`config.mk`:
```
export PLATFORM = sky130hd
export DESIGN_NAME = windowed_sinc_decimator
export DESIGN_NICKNAME = d
export VERILOG_FILES = /design/src/hw/rtl/wsd_pkg.sv /design/src/hw/rtl/windowed_sinc_decimator.sv /design/src/hw/rtl/wsd_hist.sv /design/src/hw/rtl/wsd_mac.sv
export SDC_FILE = /design/constraint.sdc
export NUM_CORES = 2
export LEC_CHECK = 0
export ABC_AREA = 1
export BUFFER_PORTS_ARGS = -buffer_cell sky130_fd_sc_hd__buf_2
export CAP_MARGIN = 10
export CORE_UTILIZATION = 27
export CTS_BUF_LIST = sky130_fd_sc_hd__clkbuf_2 sky130_fd_sc_hd__clkbuf_4 sky130_fd_sc_hd__clkbuf_8
export DETAILED_ROUTE_END_ITERATION = 16
export GPL_TIMING_DRIVEN = 0
export HOLD_SLACK_MARGIN = 0.05
export SLEW_MARGIN = 30
export SYNTH_ARGS = -nofsm -noshare
export SYNTH_HDL_FRONTEND = slang
export SYNTH_HIERARCHICAL = 1
export SYNTH_SLANG_ARGS = --single-unit
```
`constraint.sdc`:
```
create_clock -name clk -period 9.1 [get_ports clk]
set_input_delay 1.82 -clock clk [delete_from_list [all_inputs] [get_ports clk]]
set_output_delay 1.82 -clock clk [all_outputs]
set_load 0.05 [all_outputs]
```
`src/hw/rtl/wsd_pkg.sv`:
```
// Shared constants, types and the tap table of the windowed-sinc decimator.
`default_nettype none
package wsd_pkg;

	localparam int DECIM_RATIO     = 4;
	localparam int HALF_TAPS       = 32;
	localparam int SAMPLE_BITS_DEF = 16;

	localparam int HIST_LEN  = 2 * HALF_TAPS - 1;
	localparam int AGE_W     = (HIST_LEN > 1) ? $clog2(HIST_LEN) : 1;
	localparam int MEM_DEPTH = 2 ** AGE_W;
	localparam int FILL_W    = $clog2(HIST_LEN + 1);
	localparam int TAP_W     = (HALF_TAPS > 1) ? $clog2(HALF_TAPS) : 1;
	localparam int PHASE_W   = (DECIM_RATIO > 1) ? $clog2(DECIM_RATIO) : 1;

	localparam int COEF_W    = 19;
	localparam int COEF_FRAC = 17;

	localparam int WARM_W     = 17;
	localparam int COUNT_W    = 16;
	localparam int CFG_DATA_W = 17;
	localparam int CFG_INDEX_W = 2;

	localparam logic [CFG_INDEX_W-1:0] CFG_START_OFFSET = 2'd0;
	localparam logic [CFG_INDEX_W-1:0] CFG_OUTPUT_COUNT = 2'd1;

	localparam longint ONE_Q28  = 64'sd268435456;
	localparam longint PI_Q28   = 64'sd843314857;
	localparam longint COEF_ONE = 64'sd131072;

	typedef logic signed [COEF_W-1:0] coef_t;
	typedef coef_t coef_tab_t [HALF_TAPS];

	typedef struct packed {
		logic             vld;
		logic             last;
		logic [TAP_W-1:0] tap;
	} iter_t;

	// Truncating signed division by shift and subtract.
	function automatic longint div_trunc(longint num_in, longint den_in);
		longint mag_n, mag_d, quo, rem;
		bit     neg_q;
		neg_q = (num_in < 0) != (den_in < 0);
		mag_n = (num_in < 0) ? -num_in : num_in;
		mag_d = (den_in < 0) ? -den_in : den_in;
		quo = 0;
		rem = 0;
		for (int b = 62; b >= 0; b--) begin
			rem = (rem <<< 1) | longint'(mag_n[b]);
			if (rem >= mag_d) begin
				rem = rem - mag_d;
				quo[b] = 1'b1;
			end
		end
		return neg_q ? -quo : quo;
	endfunction

	// Hann-windowed sinc, unit DC gain, Q1.17; evaluated at elaboration only.
	function automatic coef_tab_t build_taps();
		longint    raw [HALF_TAPS];
		longint    sv [2];
		longint    s, num, c, p, q, x, x2, term, sum, sn, win;
		bit        neg;
		coef_tab_t tab;
		for (int i = 0; i < HALF_TAPS; i++) begin
			for (int w = 0; w < 2; w++) begin
				if (w == 0) begin
					p = longint'(i);
					q = longint'(DECIM_RATIO);
				end else begin
					p = 2 * longint'(i) + longint'(HALF_TAPS);
					q = 2 * longint'(HALF_TAPS);
				end
				neg = 1'b0;
				p = p - div_trunc(p, 2 * q) * (2 * q);
				if (p >= q) begin
					p = p - q;
					neg = 1'b1;
				end
				if (2 * p > q) p = q - p;
				x = div_trunc(PI_Q28 * p, q);
				x2 = div_trunc(x * x, ONE_Q28);
				term = x;
				sum = x;
				for (int n = 1; n <= 7; n++) begin
					term = div_trunc(-div_trunc(term * x2, ONE_Q28),
						longint'((2 * n) * (2 * n + 1)));
					sum = sum + term;
				end
				sv[w] = neg ? -sum : sum;
			end
			if (i == 0) sn = ONE_Q28;
			else sn = div_trunc(sv[0] * longint'(DECIM_RATIO) * ONE_Q28,
				PI_Q28 * longint'(i));
			win = ONE_Q28 + sv[1];
			raw[i] = div_trunc(sn * win, ONE_Q28);
		end
		s = raw[0];
		for (int i = 1; i < HALF_TAPS; i++) s = s + 2 * raw[i];
		if (s <= 0) s = 1;
		for (int i = 0; i < HALF_TAPS; i++) begin
			num = raw[i] * COEF_ONE;
			if (num >= 0) c = div_trunc(num + div_trunc(s, 2), s);
			else c = -div_trunc(-num + div_trunc(s, 2), s);
			tab[i] = c[COEF_W-1:0];
		end
		return tab;
	endfunction

	localparam coef_tab_t COEF_TAB = build_taps();

endpackage
`default_nettype wire

```
`src/hw/rtl/windowed_sinc_decimator.sv`:
```
// Windowed-sinc decimator top level: sequencer, configuration and output register.
//
// Input channel (in_valid / in_stall, sample, beyond_end): one word per audio sample;
// beyond_end forces the word to zero. The block decimates by DECIM_RATIO through a
// symmetric FIR of 2*HALF_TAPS-1 taps, centred on input start_offset + j*DECIM_RATIO.
// Output channel (out_valid / out_stall, filtered_sample): one word per DECIM_RATIO
// inputs once warmup has passed, until output_count words have gone out.
// Config channel (cfg_valid / cfg_ready, cfg_index, cfg_data): index 0 start_offset,
// index 1 output_count, others ignored; write only while the block is idle. A pending
// write holds in_stall high for that cycle.
// Inputs that produce no word do not hold in_stall. An input that produces a word holds
// in_stall high while one multiplier walks the HALF_TAPS tap pairs, one pair a cycle,
// and until the word is loaded into the output register; no new input enters meanwhile.
// Each pair passes the history read, product and accumulator registers.
// A stalled output word holds in its register; inputs that produce no word still
// enter, and a finished word waits until the register frees up.
// Reset empties the history, loads warmup for start_offset 0, zeroes phase and the
// word count and sets output_count to 65535; the tap table is constant.
`default_nettype none
module windowed_sinc_decimator #(
	parameter int SAMPLE_BITS = wsd_pkg::SAMPLE_BITS_DEF
) (
	input  wire logic                                clk,
	input  wire logic                                arst_n,
	input  wire logic                                in_valid,
	output logic                                     in_stall,
	input  wire logic signed [SAMPLE_BITS-1:0]       sample,
	input  wire logic                                beyond_end,
	output logic                                     out_valid,
	input  wire logic                                out_stall,
	output logic signed [SAMPLE_BITS-1:0]            filtered_sample,
	input  wire logic                                cfg_valid,
	output logic                                     cfg_ready,
	input  wire logic [wsd_pkg::CFG_INDEX_W-1:0]     cfg_index,
	input  wire logic [wsd_pkg::CFG_DATA_W-1:0]      cfg_data
);

	typedef enum logic [2:0] {
		S_IDLE  = 3'b001,
		S_RUN   = 3'b010,
		S_DRAIN = 3'b100
	} state_t;

	state_t                          state_q;
	logic [wsd_pkg::TAP_W-1:0]       k_q;
	logic [wsd_pkg::WARM_W-1:0]      warm_q;
	logic [wsd_pkg::PHASE_W-1:0]     phase_q, phase_next;
	logic [wsd_pkg::COUNT_W-1:0]     output_count_q, outputs_done_q;
	logic                            accept, limit, start, cfg_wr, out_load, out_free;
	logic signed [wsd_pkg::WARM_W:0] warm_sum;
	logic [wsd_pkg::WARM_W-1:0]      warm_load;
	logic signed [SAMPLE_BITS-1:0]   wr_data, rd_a, rd_b, result;
	logic [wsd_pkg::AGE_W-1:0]       age_a, age_b;
	wsd_pkg::iter_t                  iss;
	logic                            mac_done;
	logic                            out_valid_q;
	logic signed [SAMPLE_BITS-1:0]   filtered_q;

	assign in_stall  = (state_q != S_IDLE) || cfg_valid;
	assign cfg_ready = 1'b1;
	assign accept    = in_valid && !in_stall;
	assign cfg_wr    = cfg_valid && cfg_ready;
	assign limit     = outputs_done_q >= output_count_q;
	assign start     = accept && !limit && (warm_q == '0) && (phase_q == '0);
	assign wr_data   = beyond_end ? '0 : sample;

	assign phase_next = (phase_q == wsd_pkg::PHASE_W'(wsd_pkg::DECIM_RATIO - 1)) ?
		'0 : phase_q + wsd_pkg::PHASE_W'(1);

	assign warm_sum  = $signed({cfg_data[wsd_pkg::CFG_DATA_W-1], cfg_data}) +
		$signed((wsd_pkg::WARM_W + 1)'(wsd_pkg::HALF_TAPS - 1));
	assign warm_load = warm_sum[wsd_pkg::WARM_W] ? '0 : warm_sum[wsd_pkg::WARM_W-1:0];

	assign age_a = wsd_pkg::AGE_W'(wsd_pkg::HALF_TAPS - 1) - wsd_pkg::AGE_W'(k_q);
	assign age_b = wsd_pkg::AGE_W'(wsd_pkg::HALF_TAPS - 1) + wsd_pkg::AGE_W'(k_q);

	always_comb begin
		iss.vld  = (state_q == S_RUN);
		iss.last = (k_q == wsd_pkg::TAP_W'(wsd_pkg::HALF_TAPS - 1));
		iss.tap  = k_q;
	end

	assign out_free = !out_valid_q || !out_stall;
	assign out_load = (state_q == S_DRAIN) && mac_done && out_free;

	always_ff @(posedge clk or negedge arst_n) begin
		if (!arst_n) begin
			state_q        <= S_IDLE;
			k_q            <= '0;
			warm_q         <= wsd_pkg::WARM_W'(wsd_pkg::HALF_TAPS - 1);
			phase_q        <= '0;
			output_count_q <= '1;
			outputs_done_q <= '0;
			out_valid_q    <= 1'b0;
		end else begin
			if (cfg_wr) begin
				unique case (cfg_index)
					wsd_pkg::CFG_START_OFFSET: begin
						warm_q  <= warm_load;
						phase_q <= '0;
					end
					wsd_pkg::CFG_OUTPUT_COUNT: begin
						output_count_q <= cfg_data[wsd_pkg::COUNT_W-1:0];
					end
					default: begin
					end
				endcase
			end else if (accept && !limit) begin
				if (warm_q != '0) begin
					warm_q <= warm_q - wsd_pkg::WARM_W'(1);
				end else begin
					phase_q <= phase_next;
					if (phase_q == '0)
						outputs_done_q <= outputs_done_q + wsd_pkg::COUNT_W'(1);
				end
			end

			unique case (state_q)
				S_IDLE: begin
					if (start) begin
						state_q <= S_RUN;
						k_q     <= '0;
					end
				end
				S_RUN: begin
					if (iss.last) state_q <= S_DRAIN;
					else k_q <= k_q + wsd_pkg::TAP_W'(1);
				end
				S_DRAIN: begin
					if (out_load) state_q <= S_IDLE;
				end
				default: state_q <= S_IDLE;
			endcase

			if (out_load) out_valid_q <= 1'b1;
			else if (!out_stall) out_valid_q <= 1'b0;
		end
	end

	always_ff @(posedge clk) begin
		if (out_load) filtered_q <= result;
	end

	assign out_valid       = out_valid_q;
	assign filtered_sample = filtered_q;

	wsd_hist #(
		.SAMPLE_BITS(SAMPLE_BITS)
	) u_hist (
		.clk     (clk),
		.arst_n  (arst_n),
		.wr_en   (accept),
		.wr_data (wr_data),
		.age_a   (age_a),
		.age_b   (age_b),
		.rd_a    (rd_a),
		.rd_b    (rd_b)
	);

	wsd_mac #(
		.SAMPLE_BITS(SAMPLE_BITS)
	) u_mac (
		.clk    (clk),
		.arst_n (arst_n),
		.clear  (start),
		.iss    (iss),
		.rd_a   (rd_a),
		.rd_b   (rd_b),
		.done   (mac_done),
		.result (result)
	);

	a_done_outside_run: assert property (@(posedge clk) disable iff (!arst_n)
		mac_done |-> (state_q != S_RUN))
		else $error("accumulator finished during the tap walk");

	a_no_input_before_load: assert property (@(posedge clk) disable iff (!arst_n)
		out_load |-> !$past(accept))
		else $error("history changed while a word was being computed");

	a_count_on_start: assert property (@(posedge clk) disable iff (!arst_n)
		$rose(state_q == S_RUN) |-> outputs_done_q == $past(outputs_done_q) +
			wsd_pkg::COUNT_W'(1))
		else $error("output count not advanced for a started word");

	a_run_length: assert property (@(posedge clk) disable iff (!arst_n)
		(state_q == S_RUN) && iss.last |=> (state_q == S_DRAIN) && !mac_done)
		else $error("tap walk ended out of step with the accumulator");

endmodule
`default_nettype wire

```
`src/hw/rtl/wsd_hist.sv`:
```
// Sample history: circular memory with fill count and two registered read ports.
`default_nettype none
module wsd_hist #(
	parameter int SAMPLE_BITS = wsd_pkg::SAMPLE_BITS_DEF
) (
	input  wire logic                          clk,
	input  wire logic                          arst_n,
	input  wire logic                          wr_en,
	input  wire logic signed [SAMPLE_BITS-1:0] wr_data,
	input  wire logic [wsd_pkg::AGE_W-1:0]     age_a,
	input  wire logic [wsd_pkg::AGE_W-1:0]     age_b,
	output logic signed [SAMPLE_BITS-1:0]      rd_a,
	output logic signed [SAMPLE_BITS-1:0]      rd_b
);

	logic signed [SAMPLE_BITS-1:0] mem [wsd_pkg::MEM_DEPTH];
	logic [wsd_pkg::AGE_W-1:0]     wp_q;
	logic [wsd_pkg::FILL_W-1:0]    fill_q;
	logic [wsd_pkg::AGE_W-1:0]     addr_a, addr_b;
	logic signed [SAMPLE_BITS-1:0] data_a_s1, data_b_s1;
	logic                          va_s1, vb_s1;

	assign addr_a = wp_q - wsd_pkg::AGE_W'(1) - age_a;
	assign addr_b = wp_q - wsd_pkg::AGE_W'(1) - age_b;

	always_ff @(posedge clk or negedge arst_n) begin
		if (!arst_n) begin
			wp_q   <= '0;
			fill_q <= '0;
			va_s1  <= 1'b0;
			vb_s1  <= 1'b0;
		end else begin
			va_s1 <= wsd_pkg::FILL_W'(age_a) < fill_q;
			vb_s1 <= wsd_pkg::FILL_W'(age_b) < fill_q;
			if (wr_en) begin
				wp_q <= wp_q + wsd_pkg::AGE_W'(1);
				if (fill_q != wsd_pkg::FILL_W'(wsd_pkg::HIST_LEN))
					fill_q <= fill_q + wsd_pkg::FILL_W'(1);
			end
		end
	end

	always_ff @(posedge clk) begin
		if (wr_en) mem[wp_q] <= wr_data;
		data_a_s1 <= mem[addr_a];
		data_b_s1 <= mem[addr_b];
	end

	assign rd_a = va_s1 ? data_a_s1 : '0;
	assign rd_b = vb_s1 ? data_b_s1 : '0;

endmodule
`default_nettype wire

```
`src/hw/rtl/wsd_mac.sv`:
```
// Shared multiply-accumulate over tap pairs, with rounding and saturation.
`default_nettype none
module wsd_mac #(
	parameter int SAMPLE_BITS = wsd_pkg::SAMPLE_BITS_DEF
) (
	input  wire logic                          clk,
	input  wire logic                          arst_n,
	input  wire logic                          clear,
	input  wire wsd_pkg::iter_t                iss,
	input  wire logic signed [SAMPLE_BITS-1:0] rd_a,
	input  wire logic signed [SAMPLE_BITS-1:0] rd_b,
	output logic                               done,
	output logic signed [SAMPLE_BITS-1:0]      result
);

	localparam int PAIR_W = SAMPLE_BITS + 1;
	localparam int PROD_W = PAIR_W + wsd_pkg::COEF_W;
	localparam int ACC_W  = PROD_W + wsd_pkg::TAP_W;
	localparam int RES_W  = ACC_W + 1 - wsd_pkg::COEF_FRAC;
	localparam longint COEF_HALF = wsd_pkg::COEF_ONE / 2;

	wsd_pkg::iter_t              iter_s1, iter_s2;
	logic signed [PAIR_W-1:0]    pair;
	logic signed [SAMPLE_BITS-1:0] rd_b_m;
	wsd_pkg::coef_t              coef;
	logic signed [PROD_W-1:0]    prod_s2;
	logic signed [ACC_W-1:0]     acc_q;
	logic                        done_q;
	logic signed [ACC_W:0]       rnd;
	logic signed [RES_W-1:0]     shifted;
	logic signed [RES_W-1:0]     smax_ext, smin_ext;

	assign rd_b_m = (iter_s1.tap == '0) ? '0 : rd_b;
	assign pair   = PAIR_W'(rd_a) + PAIR_W'(rd_b_m);
	assign coef   = wsd_pkg::COEF_TAB[iter_s1.tap];

	always_ff @(posedge clk or negedge arst_n) begin
		if (!arst_n) begin
			iter_s1 <= '0;
			iter_s2 <= '0;
			acc_q   <= '0;
			done_q  <= 1'b0;
		end else begin
			iter_s1 <= iss;
			iter_s2 <= iter_s1;
			if (clear) begin
				acc_q  <= '0;
				done_q <= 1'b0;
			end else if (iter_s2.vld) begin
				acc_q <= acc_q + ACC_W'(prod_s2);
				if (iter_s2.last) done_q <= 1'b1;
			end
		end
	end

	always_ff @(posedge clk) begin
		prod_s2 <= coef * pair;
	end

	assign rnd      = (ACC_W + 1)'(acc_q) + (ACC_W + 1)'(COEF_HALF);
	assign shifted  = rnd[ACC_W:wsd_pkg::COEF_FRAC];
	assign smax_ext = {{(RES_W - SAMPLE_BITS + 1){1'b0}}, {(SAMPLE_BITS - 1){1'b1}}};
	assign smin_ext = ~smax_ext;

	always_comb begin
		priority if (shifted > smax_ext) result = smax_ext[SAMPLE_BITS-1:0];
		else if (shifted < smin_ext)     result = smin_ext[SAMPLE_BITS-1:0];
		else                             result = shifted[SAMPLE_BITS-1:0];
	end

	assign done = done_q;

endmodule
`default_nettype wire
```
[Word-level counts from Yosys, hierarchy flattened]
Memories as Yosys holds them, arrays and structs flattened. A register that Yosys moved wholly into a read port is not among the register bits.
Cells that the tools add are included.
Operators by class
  add/subtract/negate cells: 15
  multiplexer cells: 33
  order comparisons: 6
  bitwise logic cells: 3
  multiply operators: 1
  equality and inequality tests: 15
  reduce and logical (&&, ||, !) cells: 30
Operators by type and width (number)
  17-bit 2-to-1 mux: 5
  41-bit 2-to-1 mux: 2
  16-bit 2-to-1 mux: 5
  41-bit by 18-bit adder with 42-bit output, second input constant: 1
  41-bit by 36-bit adder with 41-bit output: 1
  19-bit 2-to-1 mux: 2
  19-bit by 17-bit multiplier with 36-bit output: 1
  25-bit by 16-bit greater-than comparator with 1-bit output, second input constant: 1
  25-bit by 16-bit < comparator with 1-bit output, second input constant: 1
  17-bit by 6-bit adder with 18-bit output, second input constant: 1
  16-bit by 16-bit adder with 17-bit output: 1
  17-bit zero test: 1
  17-bit nonzero test: 1
  17-bit by 1-bit subtractor with 17-bit output, second input constant: 1
  16-bit by 1-bit adder with 16-bit output, second input constant: 1
  16-bit >= comparator: 1
  6-bit by 1-bit adder with 6-bit output, second input constant: 2
  6-bit < comparator: 2
  3-bit AND reduction: 4
  6-bit subtractor: 2
  2-bit 2-to-1 mux: 5
  5-bit 2-to-1 mux: 2
  2-bit != test, second input constant: 5
  5-bit one-hot mux with 2 select lines: 1
  other kinds (28): 54
Word-level totals
  memories kept: 2
  output and inout bits: 19
  flip-flop bits (word level): 177
  logic and storage cells: 125
  RAM bits: 1024
  input bits: 41
  memory bits (read-only): 608
Memory list
  u_hist.mem: words 64, bits a word 16, read ports 2, clocked after memory_dff 2, write ports 1, line wsd_hist.sv:16  | logic signed [SAMPLE_BITS-1:0] mem [wsd_pkg::MEM_DEPTH];
  (no name shown): words 32, bits a word 19, read ports 1, clocked after memory_dff 0, write ports 0, line wsd_mac.sv:35  | assign coef = wsd_pkg::COEF_TAB[iter_s1.tap];

[Logic depth before layout (Yosys ltp)]
  depth in word-level cells: 9
  mapped depth: 46
  gate-level depth less buffers: 45

[By module]
Netlist, hierarchy kept.
By module, submodules not included
  wsd_hist: area an instance 58239.6 µm², seq. area each 31740.4 µm², cells an instance 7156, instances 1
  wsd_mac: area an instance 18461.5 µm², seq. area each 1996.9 µm², cells an instance 2518, instances 1
  windowed_sinc_decimator: area an instance 5037.3 µm², seq. area each 2009.4 µm², cells an instance 695, instances 1

[Worst setup path after synthesis]
OpenSTA, ideal clock, no wires.
  kind: register -> register
  start: reg u_mac/iter_s1[3] (netlist bit)
  end: reg u_mac.prod_s2[35]
  setup slack: 1.664 ns
  cell stages (with the launch flop): 37
  arrival time: 7.324 ns
  data required time: 8.988 ns
  path buffers: 4
  library setup time: 0.112 ns
  cells stage by stage: dfrtp_1 buf_2 nor2_1 nand2_1 inv_1 buf_1 nor2_1 ha_1 a21oi_1 nand2_1 a21oi_2 inv_2 nand2_1 a22o_1 or2_1 clkbuf_1 buf_2 nand3_1 fa_1 inv_1 fa_1 inv_1 fa_1 inv_1 fa_1 inv_1 fa_1 inv_1 fa_1 ha_1 inv_1 nor3_1 nand2_1 nor3_1 nand2_1 nand3b_1 nand2_1
Between the ends
  word-level cells in the longest chain between the ends: 5
RTL lines
  start, declared: line wsd_mac.sv:22  | wsd_pkg::iter_t iter_s1, iter_s2;
  start signal, assigned: line wsd_mac.sv:44  | iter_s1 <= iss;
  branches (longest 4 deep; another with 16-bit by 16-bit adder with 17-bit output)
  19-bit by 17-bit multiplier with 36-bit output *: line wsd_mac.sv:57  | prod_s2 <= coef * pair;
  end signal, assigned: line wsd_mac.sv:57
  end, declared: line wsd_mac.sv:26  | logic signed [PROD_W-1:0] prod_s2;
Every way passes the cells marked *. The select of a mux whose other input is x is not followed.
A chain may end at the register's enable or synchronous reset.

[Final worst setup path]
  start: reg u_mac/iter_s1[1] (netlist bit)
  end: reg u_mac.prod_s2[35]
The elaborated chain is that of the path after synthesis.

==> impl_metrics.csv <==
group,metric,value,unit
placement,place_area,0.0894,mm2
worst_setup_path,critical_path.top_delay_family,"adder cells",
synthesis,synthCells,10369,
timing,worst_pin_slew,1.11,ns
global_routing,grt_pass1_vias,68644,
cells_and_area,final_nets,11268,
synthesis,yosysUniqueCellTypes,66,
synthesis,ys_seq_elements,1233,
cells_and_area,syn_to_final_growth,14.5,%
global_routing,grt_pass1_wl,457000,um
floorplan,coreArea,0.301,mm2
global_routing,antenna_found_initial,12,
worst_setup_path,cpMostUsedCell,"nand2_1",
timing,fin_crit,8.62,ns
floorplan,die_height,552,um
timing,tns,0,ns
timing,hold_viol,0,
timing,finalMaxSlewViolations,0,
routing,post-route-drc-count,0,
cells_and_area,design_area,0.0936,mm2
floorplan,num_io_pins,60,
synthesis,netlist_area,0.0817,mm2
global_routing,grt_use_total,20.1,%
timing,fmax,0.116,GHz
worst_setup_path,slowest_delay,0.59,ns
routing,vias,72985,
worst_setup_path,cpMaxStageDelayCell,"fa_1",
floorplan,dieArea,0.305,mm2
timing,fin_crit_sh,94.8,%
clock_network,insertion_delay,1.03,ns
cells_and_area,ff_latch_area,0.0357,mm2
floorplan,rows,201,
placement,place.gp.congestion,1.01,
global_routing,grt-ovfl-total,0,
routing,vias_per_cell,4.91,
synthesis,synth_warnings,6,
hold_path,min-delay-path-class,"flop to flop",
clock_network,clk_pin_slew,0.06,ns
worst_setup_path,critical_path.endpoint_type,"flop",
synthesis,ys_seq_area_share,43.7,%
timing,slew-limit-headroom,26.0,%
placement,port_buffers,57,
worst_setup_path,cp_max_fo,10,
timing,setup_viol,0,
global_routing,grt_max_degree,77,
routing,ant_nets,0,
routing,drt-total-wl,316000,um
clock_network,cts_made_buffers,212,
clock_network,cts-root-buf,"clkbuf_8",
synthesis,postSynthAreaPerCell,7.88,um2
floorplan,die_x,552,um
synthesis,synthArstFlopShare,10.1,%
floorplan,start_util,27.2,%
synthesis,synth_top_area_share,38.2,%
clock_network,clock_sinks,1233,
placement,dp_hpwl,242000,um
synthesis,synth_edf_count,1040,
worst_setup_path,start_kind,"flop",
cells_and_area,fillers,31845,
synthesis,yosys-top-cells-area,"edfxtp_1, nand2_1, nand3_1",
clock_network,htreeDepth,4,
worst_setup_path,timing.critical_path.buf_inv,13,
cells_and_area,multi_input_area,0.0374,mm2
cells_and_area,layout-drive-gt1-share,10.3,%
worst_setup_path,required,9.96,ns
timing,rsz0062_at_grt,"false",
worst_setup_path,critPathKind,"flop to flop",
synthesis,ys.flop_type,"edfxtp_1",
routing,drt_iter0_drc,9154,
cells_and_area,post-route-util,31.1,%
clock_network,cts_tree,"done",
routing,post_drt_wl_per_cell,21.3,um
job,cap_violations,0,
routing,first_pass_iters,6,
status,status,"complete, no violations",
synthesis,yosys.area.top_type,"edfxtp_1",
timing,finClkSkew,0.135,ns
clock_network,clock_tree.buffer_depth,4,
worst_setup_path,cp.arrival,9.48,ns
metal layers:
metal	track usage, %	wire (um)
met1	27.7	134000
met2	30.4	135000
met3	5.00	35000
met4	6.84	11700
met5	0	0
stage by stage:
step           instances  hold slack, ns  worst slack, ns
2_1_floorplan      10372           0.331             1.66
3_3_place_gp       14387           0.334           -0.245
3_5_place_dp       14478           0.339          -0.0823
4_1_cts            14849           0.353            0.138
5_1_grt            14852           0.357           0.0110
6_report           14857           0.350            0.476
sequential cells by signal, summed over array words and instances, names as in the netlist:
name and flops:
filtered_sample 16, k_q 5, out_valid 1, output_count_q 16, outputs_done_q 16, phase_q 2
state_q 3, u_hist/data_a_s1 16, u_hist/data_b_s1 16, u_hist/fill_q 6, u_hist/mem 1024, u_hist/va_s1 1
u_hist/vb_s1 1, u_hist/wp_q 6, u_mac/acc_q 41, u_mac/done 1, u_mac/iter_s1 7, u_mac/iter_s2 2
u_mac/prod_s2 36, warm_q 17
worst paths after layout:
| kind | slack, ns | to | start | cells past startpoint |
|---|---|---|---|---|
| setup / recovery | 0.48 | u_mac/prod_s2[35] | u_mac/iter_s1[1] | 39 |
| hold / removal | 0.35 | u_mac/iter_s2[6] | u_mac/iter_s1[6] | 0 |
| setup reg to reg | 0.48 | u_mac/prod_s2[35] | u_mac/iter_s1[1] | 39 |
| hold reg to reg | 0.35 | u_mac/iter_s2[6] | u_mac/iter_s1[6] | 0 |
| max in group asynchronous | 7.50 | u_hist/fill_q[5] | arst_n | 2 |
| min in group asynchronous | 0.84 | warm_q[9] | arst_n | 1 |
cells in the final DEF, fill, tap and decap left out, types with 10 or more instances in the layout:
master	synthesis	final
nand3_1	1823	1823
clkbuf_1	82	74
nor2_1	472	391
nand3b_1	12	12
buf_6	14	38
dfxtp_1	68	68
inv_1	1667	1667
nor3_1	41	39
diode_2	0	10
o21ai_1	15	15
o21ai_0	142	142
clkinv_2	1	22
fa_1	297	297
nand2_1	3427	3427
edfxtp_1	1040	1040
clkbuf_8	1	222
nand3_2	29	29
nor2_2	8	40
o211ai_1	74	74
nor2_4	7	56
dfstp_2	22	22
a21oi_1	147	146
buf_16	0	53
buf_2	340	399
ha_1	198	198
xor2_1	63	61
clkbuf_4	0	64
xnor2_1	33	31
clkinv_1	6	54
dfrtp_1	103	101
nand2_2	22	22
nand4_1	32	32
buf_4	68	69
cell usage after synthesis, drive strengths merged, types with 2 or more instances:
master     n
a211oi     3
and2       8
o31ai      2
o22ai      3
buf      433
nand2   3455
clkbuf    83
o21a       5
inv     1679
a21boi     5
xor2      64
o311ai     2
dfrtp    103
xnor2     33
o21ai    160
clkinv     7
nor4       3
nor2     488
nand4     33
a31oi      4
edfxtp  1040
nand3b    13
dfstp     22
o21bai     9
nor3      45
nand3   1852
ha       198
a21o       7
a22o       3
o211ai    74
fa       297
dfxtp     68
or2        8
a32o       2
conb       2
a21oi    152
kinds of logic (layout without fill, tap and decap cells):
kind of cell | after synthesis | after routing | share of synthesized area [%]
XOR/XNOR | 97 | 97 | 1.05
other | 2 | 15 | 0.00919
AO/OA/AOI/OAI | 433 | 433 | 3.07
buffers and inverters | 2202 | 2719 | 11.1
flip-flops | 1233 | 1233 | 43.7
AND/OR/NAND/NOR | 5907 | 5907 | 30.7
adder cells (fa/ha/maj) | 495 | 495 | 10.3
area by class of cell:
type | instances | share of cell area (%)
Clock buffer | 285 | 3.76
Multi-Input combinational cell | 6937 | 40.0
Timing Repair Buffer | 148 | 2.38
Buffer | 514 | 2.95
Clock inverter | 86 | 0.656
Tap cell | 3958 | 5.29
Sequential cell | 1233 | 38.2
Antenna cell | 10 | 0.0267
Inverter | 1686 | 6.77
timing repair:
| item | CTS | global route |
|---|---|---|
| setup endpoints to repair | 3 | 20 |
| buffers inserted | 0 | 0 |
| hold endpoints to repair | 0 | 0 |
| gates resized for setup | 1 | 17 |
| hold buffers | 0 | 0 |
Power is not shown: default switching activity piles up to over one toggle a cycle in this logic, so the estimate is an artifact.
